File: src/rtl/ias_ram.sv
module ias_ram #(
	parameter int WIDTH = 8,
	parameter int DEPTH = 16,
	localparam int ABITS = (DEPTH > 1) ? $clog2(DEPTH) : 1
) (
	input  logic             clk,
	input  logic             we,
	input  logic [ABITS-1:0] waddr,
	input  logic [WIDTH-1:0] wdata,
	input  logic [ABITS-1:0] raddr,
	output logic [WIDTH-1:0] rdata
);

	logic [WIDTH-1:0] mem [DEPTH];

	always_ff @(posedge clk) begin
		if (we)
			mem[waddr] <= wdata;
		rdata <= mem[raddr];
	end

endmodule

File: config.mk
export PLATFORM = sky130hd
export DESIGN_NAME = ias_ram
export DESIGN_NICKNAME = d
export VERILOG_FILES = /design/src/rtl/ias_ram.sv
export SDC_FILE = /design/constraint.sdc
export NUM_CORES = 1
export LEC_CHECK = 0
export ABC_AREA = 1
export BUFFER_PORTS_ARGS = -buffer_cell sky130_fd_sc_hd__buf_2
export CORE_ASPECT_RATIO = 1.25
export CORE_UTILIZATION = 55
export CTS_BUF_LIST = sky130_fd_sc_hd__clkbuf_16
export DETAILED_ROUTE_END_ITERATION = 7
export GPL_ROUTABILITY_DRIVEN = 0
export PLACE_DENSITY = 0.79
export SYNTH_ARGS = -nofsm -noshare
export SYNTH_HDL_FRONTEND = slang
export SYNTH_SLANG_ARGS = --single-unit
File: constraint.sdc
create_clock -name clk -period 1.26 [get_ports clk]
set_clock_uncertainty 0.2 [all_clocks]
set_input_delay 0.252 -clock clk [delete_from_list [all_inputs] [get_ports clk]]
set_output_delay 0.252 -clock clk [all_outputs]
set_load 0.05 [all_outputs]
==> flow_metrics.tcl <==
set metrics [dict create \
    crit_arrival_ps 910 \
    synthDistinctLibCells 12 \
    hp-class "in -> reg" \
    synth_cells 551 \
    worstSkewPairLatency_ps 420 \
    power_leakage_uw 0.003052 \
    synth-simple-area-share_pct 21.05 \
    hold_end "mem[11][4]" \
    cts.sink_count 136 \
    area_growth_pct 22.17 \
    ys_seq_elements 136 \
    cp_num_cells 1 \
    rrSetupSlack_ps 20 \
    synthXorXnorAreaFrac_pct 0 \
    setup_violations 8 \
    path_cells "buf_8" \
    slew_viol_final 0 \
    max_stage_delay_ps 350 \
    drive_above_1_share_pct 18.70 \
    critPathMaxFanout 1 \
    status "finished, violations left" \
    maxSlewHeadroom_pct 73.14 \
    cts_max_level 4 \
    whs_ps 47.93 \
    synth_compound_area_share_pct 0 \
    grt_usage_pct 26.65 \
    grt_antenna_before_repair 0 \
    critical_path_class "reg -> out" \
    clk_path_buf_depth 2 \
    grt_pass1_wl_um 20690 \
    die_height_um 116.5 \
    synth_nets 569 \
    drtIter0Drc 387 \
    clockRootBuffer "clkbuf_16" \
    worstSetupEndpointType "output pin" \
    die_x_um 93.59 \
    vias 4041 \
    tightest_slew_ps 402.9 \
    io_pins 26 \
    rsz0062_at_grt "true" \
    power_density_nw_per_um2 1581 \
    grt_max_degree 65 \
    required_ps 810 \
    dp_hpwl_um 8037 \
    rows 41 \
    synthMuxAreaShare_pct 0 \
    ant_nets 0 \
    wl_um 13150 \
    synth-adder-area-share_pct 0 \
    port-buffer-count 25 \
    hold_start "wdata[4]" \
    rr_endpoint "rdata[7]" \
    crit_slowest_cell "dfxtp_2" \
    route.detailed.drc 0 \
    drtPass1Iterations 5 \
    path_delay_family "flip-flops" \
    yosys_warnings 0 \
    nNetsFinal 620 \
    hold_viol 0 \
    max_freq_mhz 731.8 \
    start_util_pct 56.78 \
    synth_top_area_share_pct 66.65 \
    num_antenna_cells 0 \
    min_period_over_period_pct 108.5 \
    synth.avg_cell_area_um2 10.47 \
    rr_startpoint "mem[1][7]" \
    yosys.area.top_type "edfxtp_1" \
    cts_tree "done" \
    critPathLaunchType "flop" \
    maxCapViolations 0 \
    worst-r2r-cell-count 6 \
    synth_top_family_by_area "simple AND/OR/NAND/NOR gates" \
    core_um2 10160 \
    fin_util_pct 69.36 \
    wire_per_inst_um 17.68 \
    post_cts.repair.setup_buffers 0 \
    setup_slack_ps -106.5 \
    netlist_area_um2 5767 \
    synthTopCellsByArea "edfxtp_1 67%, nand2_1 11%, nand3_1 8.4%, inv_1 6.5%, dfxtp_1 2.8%" \
    violations "setup timing" \
    die_area_um2 10900 \
    clkSlewWorstSetupHoldPaths_ps 60 \
    vias_per_cell 5.431 \
    peakVddDrop_mv 0.9504 \
    worst-path-buf-inv 1 \
    grt.overflow.total 0 \
    worstHoldPathCells 1 \
    numCtsBuffers 17 \
    synth_seq_area_share_pct 69.43 \
    period_minus_slack_ps 1367 \
    grt_pass1_vias 3938 \
]
[metrics by stage]
step	worst slack (ps)	cell area, um^2	power, uW	TNS, ps	std cells
2_1_floorplan	-121.0	5794	5643	-11270	551
3_3_place_gp	-280.3	6297	5929	-27040	712
3_5_place_dp	-296.0	6297	5951	-29420	712
4_1_cts	-126.8	6999	11120	-754.9	744
5_1_grt	-127.9	7046	11380	-850.2	744
6_report	-106.5	7046	11140	-661.7	744
[power breakdown]
part / internal [uW] / switching [uW] / total [uW] / leakage, uW
Combinational: 289 / 564 / 853 / 0.00153
Sequential: 5060 / 40.4 / 5110 / 0.00122
Clock: 3310 / 1870 / 5180 / 0.000296
Total: 8660 / 2470 / 11100 / 0.00305
[cell type report]
class / count / area (um^2)
flip-flops and latches: 136 / 4014
clock inverters: 15 / 200.2
multi-input cells: 289 / 1281
inverters: 102 / 382.9
repair buffers: 56 / 580.6
fillers: 668 / 3112
clock buffers: 17 / 425.4
well taps: 129 / 161.4
[flip-flops by register name, summed over array words and instances (netlist names)]
register  flops
mem         128
rdata         8
[kinds of logic after synthesis]
| kind of cell | after synthesis |
|---|---|
| buffers and inverters | 126 |
| and+or+nand+nor | 289 |
| DFF | 136 |
[synth_stat cells (all sizes together)]
master,instances
nand2,173
edfxtp,128
inv,102
nand3,97
buf,24
nor2,17
dfxtp,8
nand3b,2
[per-layer routing]
layer | global-route usage [%] | vias to the layer above | part of all wire [%]
met1 | 33.81 | 1883 | 38
met4 | 13.74 | 0 | 3.1
met2 | 43.82 | 235 | 50
met5 | 0 | - | 0
met3 | 5.339 | 41 | 9.1
li1 | - | 1882 | -
[timing repair]
action,4_1_cts,5_1_grt
gates resized for setup,28,10
endpoints found under the setup margin,9,14
hold buffers,0,0
[cells in the final DEF (no fill, tap or decap), drive strengths merged]
| cell type | instances |
|---|---|
| clkinvlp | 4 |
| edfxtp | 128 |
| nand3b | 2 |
| clkinv | 5 |
| bufinv | 4 |
| clkbuf | 17 |
| dfxtp | 8 |
| buf | 56 |
| nor2 | 17 |
| nand3 | 97 |
| inv | 104 |
| nand2 | 173 |
[how the worst max path moves through the flow]
stage,from,to
after floorplan,waddr[0],mem[0][0]
after global placement,waddr[2],mem[8][6]
after detailed placement,waddr[2],mem[8][1]
after CTS,rdata[2],rdata[2]
after global routing,rdata[2],rdata[2]
final,rdata[2],rdata[2]
Note: power is estimated with default switching activity, not from simulation.
